[config.mk]
export PLATFORM = sky130hd
export DESIGN_NAME = thq_queue
export DESIGN_NICKNAME = d
export VERILOG_FILES = /design/src/rtl/triangle_height_query_unit_defines.svh /design/src/rtl/thq_pkg.sv /design/src/rtl/thq_queue.sv
export SDC_FILE = /design/constraint.sdc
export NUM_CORES = 1
export LEC_CHECK = 0
export ABC_CLOCK_PERIOD_IN_PS = 3070
export BUFFER_PORTS_ARGS = -buffer_cell sky130_fd_sc_hd__buf_4
export CAP_MARGIN = 25
export CORE_MARGIN = 2
export CORE_UTILIZATION = 45
export DETAILED_ROUTE_END_ITERATION = 8
export GPL_ROUTABILITY_DRIVEN = 1
export PLACE_DENSITY = 0.75
export RECOVER_POWER = 50
export REMOVE_ABC_BUFFERS = 1
export SLEW_MARGIN = 10
export SYNTH_ARGS = -nofsm -noshare
export SYNTH_HDL_FRONTEND = slang
export SYNTH_SLANG_ARGS = --single-unit
export TNS_END_PERCENT = 5
[constraint.sdc]
create_clock -name aclk -period 3.07 [get_ports aclk]
set_input_delay 0.614 -clock aclk [delete_from_list [all_inputs] [get_ports aclk]]
set_output_delay 0.614 -clock aclk [all_outputs]
set_load 0.05 [all_outputs]
[src/rtl/triangle_height_query_unit_defines.svh]
// ----------------------------------------------------------------------------
// Triangle height query unit - assertion macros
// Clocked assertion wrappers used by the evaluation engine (thq_back).
// ----------------------------------------------------------------------------
`ifndef TRIANGLE_HEIGHT_QUERY_UNIT_DEFINES_SVH
`define TRIANGLE_HEIGHT_QUERY_UNIT_DEFINES_SVH
`ifndef ASSERT_OFF
`define THQ_ASSERT(lbl, clk, rstn, prop) \
    lbl: assert property (@(posedge clk) disable iff (!rstn) prop) \
        else $error("thq assertion failed");
`define THQ_ASSERT_ALWAYS(lbl, clk, prop) \
    lbl: assert property (@(posedge clk) prop) \
        else $error("thq assertion failed");
`else
`define THQ_ASSERT(lbl, clk, rstn, prop)
`define THQ_ASSERT_ALWAYS(lbl, clk, prop)
`endif
`endif

[src/rtl/thq_pkg.sv]
// ----------------------------------------------------------------------------
// Triangle height query - package
// Shared constants for the triangle height query unit.
// ----------------------------------------------------------------------------
`default_nettype none
package thq_pkg;
    localparam int COORD_WIDTH = 32;
    localparam int FRAC_BITS   = 16;
    localparam int QUEUE_DEPTH = 2;
    localparam int CFG_INDEX_W = 8;
    localparam logic [CFG_INDEX_W-1:0] CFG_QUERY_X = 8'd0;
    localparam logic [CFG_INDEX_W-1:0] CFG_QUERY_Z = 8'd1;
endpackage
`default_nettype wire

[src/rtl/thq_queue.sv]
// ----------------------------------------------------------------------------
// Triangle height query - queue
// Short shifting queue between the front end and the evaluation engine.
// ----------------------------------------------------------------------------
`default_nettype none
module thq_queue #(
    parameter int WIDTH = 8,
    parameter int DEPTH = thq_pkg::QUEUE_DEPTH
) (
    input  wire logic             aclk,
    input  wire logic             aresetn,
    input  wire logic             push,
    input  wire logic [WIDTH-1:0] wr_data,
    output logic                  full,
    input  wire logic             pop,
    output logic                  not_empty,
    output logic      [WIDTH-1:0] rd_data
);
    localparam int CW = $clog2(DEPTH + 1);

    logic [WIDTH-1:0] slot_reg [DEPTH];
    logic [CW-1:0]    count_reg, count_next, wr_pos;
    logic             do_pop;

    assign full      = (count_reg == CW'(DEPTH));
    assign not_empty = (count_reg != '0);
    assign rd_data   = slot_reg[0];
    assign do_pop    = pop && not_empty;
    assign wr_pos    = count_reg - CW'(do_pop);

    always_comb begin
        count_next = count_reg + CW'(push && !full) - CW'(do_pop);
    end

    always_ff @(posedge aclk) begin
        if (!aresetn) begin
            count_reg <= '0;
        end else begin
            count_reg <= count_next;
        end
    end

    always_ff @(posedge aclk) begin
        for (int i = 0; i < DEPTH; i++) begin
            if (push && !full && wr_pos == CW'(i)) begin
                slot_reg[i] <= wr_data;
            end else if (do_pop && i < DEPTH - 1) begin
                slot_reg[i] <= slot_reg[(i + 1) % DEPTH];
            end
        end
    end
endmodule
`default_nettype wire

==> results.toml <==
[final_layout]
syn_to_final_growth_pct = 13.4
layout.nets = 87
largest_register_ffs = 16
final_common_cell = "edfxtp_1"
final_cell_area_um2 = 940
antenna_cells = 0
fin_cells = 96
layout-drive-gt1-share_pct = 32.4
layout_common_cells = "edfxtp_1, clkbuf_1, clkbuf_4"
utilization_pct = 54.4

[synth]
netlist_area_um2 = 828
ys_ff_latch = 18
muxShareOfSynthArea_pct = 10.9
synth_cell_types = 17
synthCells = 54
synth.yosys.seq_area_share_pct = 62.8
synth_top_family_by_area = "multiplexers"
synth_warnings = 0
syn_avg_cell_area_um2 = 15.3
synth_xor_xnor_area_share_pct = 2.11
synthSimpleGateAreaFrac_pct = 5.44
synthAdderAreaFrac_pct = 4.53
synth_compound_area_share_pct = 5.59

[hold_path]
holdPathStages = 1
min-delay-path-class = "in -> reg"
min_from = "wr_data[1]"
holdPathEnd = "slot_reg[0][9]"

[power_and_ir_drop]
power_leakage_uw = 0.000343
powerDensity_mw_per_mm2 = 1010
p_int_uw = 538
pwr-share-comb_pct = 45.3
p_sw_share_pct = 43.6
peakVddDrop_uv = 511
switchingPower_uw = 416
pwr-share-clk_pct = 12.5
power_frac_seq_pct = 42.2

[global_route]
grt_pass1_vias = 473
grt_pass1_wl_um = 1990
antenna_found_initial = 0
grt_max_degree = 11
overflow = 0
grtUsageTotal_pct = 13.6

[clocking]
cts_tree = "done"
clkLatencyLatePin_ns = 0.30
postCtsResizedCells = 0
htreeDepth = 1
clkSlewWorstSetupHoldPaths_ns = 0.10
postCtsSetupRepairBufs = 0
clock_path_buffers = 2
clockRootBuffer = "clkbuf_4"
hold_buffers = 0
clkSinkCount = 18
cts_buffers = 3

[timing]
fin_setup_tns_ns = 0
post-route-period-util_pct = 70.4
whs_ns = 0.519
slew_violations = 0
slew_headroom_pct = 60.1
setup_viol = 0
fmax_ghz = 0.463
min_period_ns = 2.16
hold_viol = 0
worst_pin_slew_ns = 0.602
rsz0062_at_grt = "false"
skew_ns = 0.00909

[placement]
place_congestion = 0.734
hpwl_um = 959
post-place-cells = 92
portBuffers = 21
post_dp_cell_area_um2 = 957

[floorplanning]
rows = 15
die_w_um = 46.9
ios = 22
start_util_pct = 48.0
die_area_mm2 = 0.00220
die_h_um = 46.9
core_mm2 = 0.00173

[setup_path]
rrSetupSlack_ns = 0.91
worstPathArrival_ns = 2.21
cp-end-kind = "flop"
worstReg2RegStart = "count_reg[1]"
start_kind = "flop"
r2r_cells = 6
timing.rr.end = "slot_reg[0][1]"
worstSetupPathType = "reg -> reg"
crit_required_ns = 3.12
cp_max_fo = 8

[route]
wl_um = 1240
wire_per_inst_um = 13.0
drc = 0
final_antenna_net_count = 0
drtIter0Drc = 8
vias = 457
dr.pass1.iters = 4
vias_per_cell = 4.76

[run]
maxCapViolCount = 0

[run_status]
status = "completed"
## through the flow
stage / worst slack, ns / total power (uW)
global route: 0.804 / 1010
global placement: 0.903 / 887
detailed placement: 0.882 / 893
finish: 0.909 / 953
floorplan: 0.819 / 762
CTS: 0.942 / 1010
## final cells by class
cell class              count  area, um^2
clock buffers               3        22.5
clock inverters             1        3.75
fillers                   163         787
inverters                   3        11.3
multi-input cells          25         234
flip-flops and latches     18         520
well taps                  25        31.3
repair buffers             21         116
## cell families (layout without fill, tap and decap cells)
kind of cell | count (synthesis) | count (layout)
multiplexers | 8 | 8
flip-flops | 18 | 18
AO/OA/AOI/OAI | 5 | 5
XOR/XNOR | 2 | 2
adder cells (fa/ha/maj) | 3 | 3
buffers and inverters | 11 | 28
AND/OR/NAND/NOR | 7 | 7
## worst max-delay path by stage
stage,from,endpoint,slack [ns]
4_1_cts,count_reg[1],slot_reg[0][1],0.94
5_1_grt,count_reg[1],slot_reg[0][1],0.80
2_1_floorplan,count_reg[1],slot_reg[0][0],0.82
6_report,count_reg[1],slot_reg[0][1],0.91
3_3_place_gp,pop,slot_reg[0][6],0.90
3_5_place_dp,pop,slot_reg[0][1],0.88
## synthesized netlist by cell type (all sizes together)
master   n  area (um^2)
a21boi   1         11.3
o21ai    3         26.3
buf      8         60.1
inv      3         11.3
or2      1         6.26
a31o     1         8.76
mux2     8         90.1
nor2     1         3.75
edfxtp  16          480
dfxtp    2         40.0
nand3    1         5.00
xnor2    2         17.5
ha       3         37.5
and3b    1         8.76
and2     3         21.3
## worst max-delay path, stage by stage (launching register included)
cell      delay, ns
dfxtp_1        0.39
or2_0          0.26
and2_0         0.21
ha_1           0.34
a21boi_2       0.08
o21ai_4        0.26
mux2_2         0.38
## metal layers
layer	GRT usage, %	up-vias	wire, um
met3	3.46	4	78
met2	23.0	16	625
met5	0	-	0
li1	-	222	-
met4	8.33	0	26
met1	15.3	215	514
## power by group through the flow
stage / combinational, uW / sequential (uW) / clock, uW
finish: 432 / 402 / 119
CTS: 486 / 405 / 122
detailed placement: 483 / 410 / 0
global route: 465 / 411 / 133
global placement: 480 / 407 / 0
floorplan: 227 / 535 / 0
(Power assumes the default switching activity.)
