==> config.mk <==
export PLATFORM = sky130hd
export DESIGN_NAME = thq_front
export DESIGN_NICKNAME = d
export VERILOG_FILES = /design/src/rtl/triangle_height_query_unit_defines.svh /design/src/rtl/thq_pkg.sv /design/src/rtl/thq_front.sv
export SDC_FILE = /design/constraint.sdc
export NUM_CORES = 1
export LEC_CHECK = 0
export ABC_AREA = 1
export ABC_CLOCK_PERIOD_IN_PS = 1750
export BUFFER_PORTS_ARGS = -buffer_cell sky130_fd_sc_hd__buf_2
export CELL_PAD_IN_SITES_DETAIL_PLACEMENT = 0
export CELL_PAD_IN_SITES_GLOBAL_PLACEMENT = 1
export CORE_MARGIN = 5
export CORE_UTILIZATION = 31
export CTS_CLUSTER_DIAMETER = 100
export DETAILED_ROUTE_END_ITERATION = 8
export GPL_TIMING_DRIVEN = 0
export HOLD_SLACK_MARGIN = 0.12
export PLACE_DENSITY_LB_ADDON = 0.1
export SYNTH_ARGS = -nofsm -noshare
export SYNTH_HDL_FRONTEND = slang
export SYNTH_SLANG_ARGS = --single-unit
export TNS_END_PERCENT = 100
==> constraint.sdc <==
create_clock -name aclk -period 1.75 [get_ports aclk]
set_input_delay 0.175 -clock aclk [delete_from_list [all_inputs] [get_ports aclk]]
set_output_delay 0.175 -clock aclk [all_outputs]
set_load 0.05 [all_outputs]
==> src/rtl/triangle_height_query_unit_defines.svh <==
// ----------------------------------------------------------------------------
// Triangle height query unit - assertion macros
// Clocked assertion wrappers used by the evaluation engine (thq_back).
// ----------------------------------------------------------------------------
`ifndef TRIANGLE_HEIGHT_QUERY_UNIT_DEFINES_SVH
`define TRIANGLE_HEIGHT_QUERY_UNIT_DEFINES_SVH
`ifndef ASSERT_OFF
`define THQ_ASSERT(lbl, clk, rstn, prop) \
    lbl: assert property (@(posedge clk) disable iff (!rstn) prop) \
        else $error("thq assertion failed");
`define THQ_ASSERT_ALWAYS(lbl, clk, prop) \
    lbl: assert property (@(posedge clk) prop) \
        else $error("thq assertion failed");
`else
`define THQ_ASSERT(lbl, clk, rstn, prop)
`define THQ_ASSERT_ALWAYS(lbl, clk, prop)
`endif
`endif

==> src/rtl/thq_pkg.sv <==
// ----------------------------------------------------------------------------
// Triangle height query - package
// Shared constants for the triangle height query unit.
// ----------------------------------------------------------------------------
`default_nettype none
package thq_pkg;
    localparam int COORD_WIDTH = 32;
    localparam int FRAC_BITS   = 16;
    localparam int QUEUE_DEPTH = 2;
    localparam int CFG_INDEX_W = 8;
    localparam logic [CFG_INDEX_W-1:0] CFG_QUERY_X = 8'd0;
    localparam logic [CFG_INDEX_W-1:0] CFG_QUERY_Z = 8'd1;
endpackage
`default_nettype wire

==> src/rtl/thq_front.sv <==
// ----------------------------------------------------------------------------
// Triangle height query - front end
// Holds the query point and forms the projected edge differences per beat.
// ----------------------------------------------------------------------------
`default_nettype none
module thq_front #(
    parameter int COORD_WIDTH = thq_pkg::COORD_WIDTH,
    localparam int D1    = COORD_WIDTH + 1,
    localparam int ENT_W = 7 * D1 + 3 * COORD_WIDTH + 1,
    localparam int IN_W  = ((9 * COORD_WIDTH + 7) / 8) * 8
) (
    input  wire logic                            aclk,
    input  wire logic                            aresetn,
    input  wire logic                            cfg_valid,
    input  wire logic [thq_pkg::CFG_INDEX_W-1:0] cfg_index,
    input  wire logic [COORD_WIDTH-1:0]          cfg_data,
    input  wire logic [IN_W-1:0]                 s_tdata,
    input  wire logic                            s_tlast,
    output logic      [ENT_W-1:0]                entry
);
    localparam int W = COORD_WIDTH;

    logic [W-1:0] qx_reg, qx_next, qz_reg, qz_next;

    always_comb begin
        qx_next = qx_reg;
        qz_next = qz_reg;
        if (cfg_valid) begin
            if (cfg_index == thq_pkg::CFG_QUERY_X) qx_next = cfg_data;
            if (cfg_index == thq_pkg::CFG_QUERY_Z) qz_next = cfg_data;
        end
    end

    always_ff @(posedge aclk) begin
        if (!aresetn) begin
            qx_reg <= '0;
            qz_reg <= '0;
        end else begin
            qx_reg <= qx_next;
            qz_reg <= qz_next;
        end
    end

    logic signed [D1-1:0] ax, az, bx, bz, cx, cz, px, pz;
    logic signed [D1-1:0] bzc, cxb, axc, azc, cza, pxc, pzc;

    always_comb begin
        ax  = D1'($signed(s_tdata[0*W +: W]));
        az  = D1'($signed(s_tdata[2*W +: W]));
        bx  = D1'($signed(s_tdata[3*W +: W]));
        bz  = D1'($signed(s_tdata[5*W +: W]));
        cx  = D1'($signed(s_tdata[6*W +: W]));
        cz  = D1'($signed(s_tdata[8*W +: W]));
        px  = D1'($signed(qx_reg));
        pz  = D1'($signed(qz_reg));
        bzc = bz - cz;
        cxb = cx - bx;
        axc = ax - cx;
        azc = az - cz;
        cza = cz - az;
        pxc = px - cx;
        pzc = pz - cz;
        entry = {s_tlast, s_tdata[7*W +: W], s_tdata[4*W +: W], s_tdata[1*W +: W],
                 pzc, pxc, cza, azc, axc, cxb, bzc};
    end
endmodule
`default_nettype wire

==> results.yml <==
clock_network:
  clock_path_buffers: 2
  cts.sinks: 64
  clk_pin_slew_ns: 0.06
  clock_latency_ns: 0.34
  hold_buffers: 0
  cts-root-buf: "clkbuf_16"
  cts_buffers: 9
  cts_tree: "done"
  htreeDepth: 3
placed_design:
  dpl.hpwl_mm: 85.5
  gp_congestion: 0.933
  io_buffers: 561
  pre_cts_slack_ns: -0.940
final_layout:
  drive_gt1_frac: 0.558
  fin_nets: 5662
  fin_util: 0.626
  multi_input_area_sq_um: 24900
  regArea_sq_um: 1400
  fillers: 6075
  area_growth_pct: 99.3
outcome:
  status: "finished with violations"
  violations: "setup timing"
synthesis:
  async_reset_ff_frac: 0
  synth_edf_count: 0
  ys_types: 28
  synth.avg_cell_area_sq_um: 4.95
  synth_ff_type: "dfxtp_1"
  yosysTopAreaCell: "nand2_1"
  yosys.area.top_type_share: 0.323
  synth_seq_cells: 64
  syn_nets: 4747
  yosysWarnings: 0
  syn-cell-area_sq_um: 20700
  ys_seq_area_frac: 0.0618
  syn_inst: 4184
  synthTopCellsByArea: "nand2_1 (32%), inv_1 (18%), ha_1 (14%)"
critical_path:
  cp_max_fo: 3
  critPathKind: "reg2out"
  end_kind: "output port"
  cp_data_required_time_ns: 1.57
  worstPathArrival_ns: 2.31
  startpoint_type: "flop"
flow_run:
  drv_cap: 0
sta:
  worstMarginPinSlew_ns: 0.748
  fin_crit_ns: 2.49
  rsz0062_at_grt: "yes"
  worst_slack_ns: -0.735
  slew_violations: 0
  fin_skew_ns: 0
  hold_slack_ns: 0.179
  hold_viol: 0
  setup_violations: 201
  fmax_mhz: 402
  period_share: 1.42
  relSlewSlack: 0.500
power:
  switching_share: 0.546
  p_int_uw: 9160
  combinationalPowerShare: 0.831
  sequentialPowerShare: 0.071
  powerDensity_nw_per_um2: 488
  p_leak_uw: 0.0226
  peakVddDrop_mv: 0.456
  p_sw_uw: 11000
  clockPowerShare: 0.098
global_route:
  grt_pass1_vias: 26900
  gr-usage-all-layers: 0.264
  antenna_found_initial: 13
  grt_overflow: 0
  grt_max_degree: 14
  grt_pass1_wl_mm: 149
floorplanning:
  core_sq_um: 66000
  die_area_sq_um: 72100
  die_h_um: 269
  die_width_um: 269
  rows: 94
  ioPinCount: 660
  start_util: 0.314
drt:
  routed_wl_mm: 106
  drtPass1Iterations: 5
  ant_nets: 0
  vias: 27700
  viasPerCell: 4.64
  routedWlPerCell_um: 17.7
  drt_iter0_markers: 1279
  drcViolationCount: 0
min_path:
  hold_path.class: "in2reg"
==> stage by stage <==
stage	area [sq um]	power [uW]	instances	TNS, ns
2_1_floorplan	23000	9760	4184	-5.09
3_3_place_gp	26900	12600	5609	-111.66
3_5_place_dp	26900	12600	5609	-111.92
4_1_cts	37000	18200	5883	-65.15
5_1_grt	41300	21100	5975	-85.19
6_report	41300	20200	5976	-70.43
==> power groups by stage <==
stage                     Sequential [uW]  Combinational (uW)  Clock (uW)
after floorplan                      1490                8260           0
after global placement               1500               11100           0
after detailed placement             1500               11100           0
after CTS                            1440               14800        1980
after global routing                 1430               17600        2060
final                                1430               16800        1970
==> critical path: stages (launching register included) <==
cell and delay, ns:
dfxtp_2 0.33, inv_2 0.05, ha_4 0.16, fa_2 0.35, inv_2 0.09, nand2_2 0.05, nand2_2 0.07, nand3_2 0.09
nand2_4 0.12, nand2_4 0.08, nand2_8 0.11, nand2_4 0.06, nand2_2 0.05, nand2_2 0.05, nand2_4 0.12, buf_8 0.16
==> synthesized netlist by cell type (17+ instances only) <==
cell type	n
a21oi_1	214
ha_1	224
xor2_1	93
buf_4	119
nand4_1	28
nor2_1	296
nor2_2	20
nand2_1	1783
dfxtp_1	64
inv_1	984
buf_2	17
nand2_2	18
nand3_1	229
==> cell families after synthesis <==
| kind of cell | share of synthesized area |
|---|---|
| AOI/OAI and AO/OA | 0.0564 |
| buffers and inverters | 0.230 |
| DFF | 0.0618 |
| xor gates and xnor gates | 0.0444 |
| and+or+nand+nor | 0.465 |
| adders and majority gates | 0.142 |
==> path summary, 6_finish.rpt <==
path,from,endpoint,slack [ns],cells after the start
setup / recovery,qx_reg[0],entry[185],-0.74,15
hold / removal,cfg_data[31],qx_reg[31],0.18,5
setup reg to reg,qx_reg[31],qx_reg[31],1.03,2
hold reg to reg,qx_reg[0],qx_reg[0],0.49,2
==> metal layers <==
metal | vias to the layer above | part of all wire | global-route usage
li1 | 14100 | - | -
met1 | 12800 | 0.42 | 0.335
met2 | 738 | 0.50 | 0.466
met3 | 174 | 0.044 | 0.0255
met4 | 10 | 0.043 | 0.0987
met5 | - | 0.00045 | 0
==> area by class of cell <==
type,instances,area share
clock inverters,7,0.00242
clock buffers,9,0.00545
inverters,996,0.0982
well taps,864,0.0262
plain buffers,142,0.0250
diodes,8,0.000485
multi-input cells,2974,0.602
flip-flops and latches,64,0.0338
repair buffers,912,0.206
==> timing repair <==
action,4_1_cts,5_1_grt
pin swaps,446,518
gates resized for setup,1929,976
setup buffers,259,105
endpoints found under the setup margin,215,210
==> layout by cell type (no fill, tap or decap), types with 32 or more instances in the layout <==
cell type and count:
inv_4 37, nand2_1 956, nand2_2 487, ha_4 183, nor2_1 173, nand3_1 96, buf_12 49, inv_2 98
a21oi_1 108, buf_8 133, clkinvlp_4 41, a21oi_4 40, buf_2 311, nand2_4 332, buf_6 221, xor2_4 57
nor2_4 81, nand3_2 108, nor2_2 67, a21oi_2 66, buf_4 323, dfxtp_2 32, inv_1 811
No activity file was read; power rests on OpenSTA's default activity.
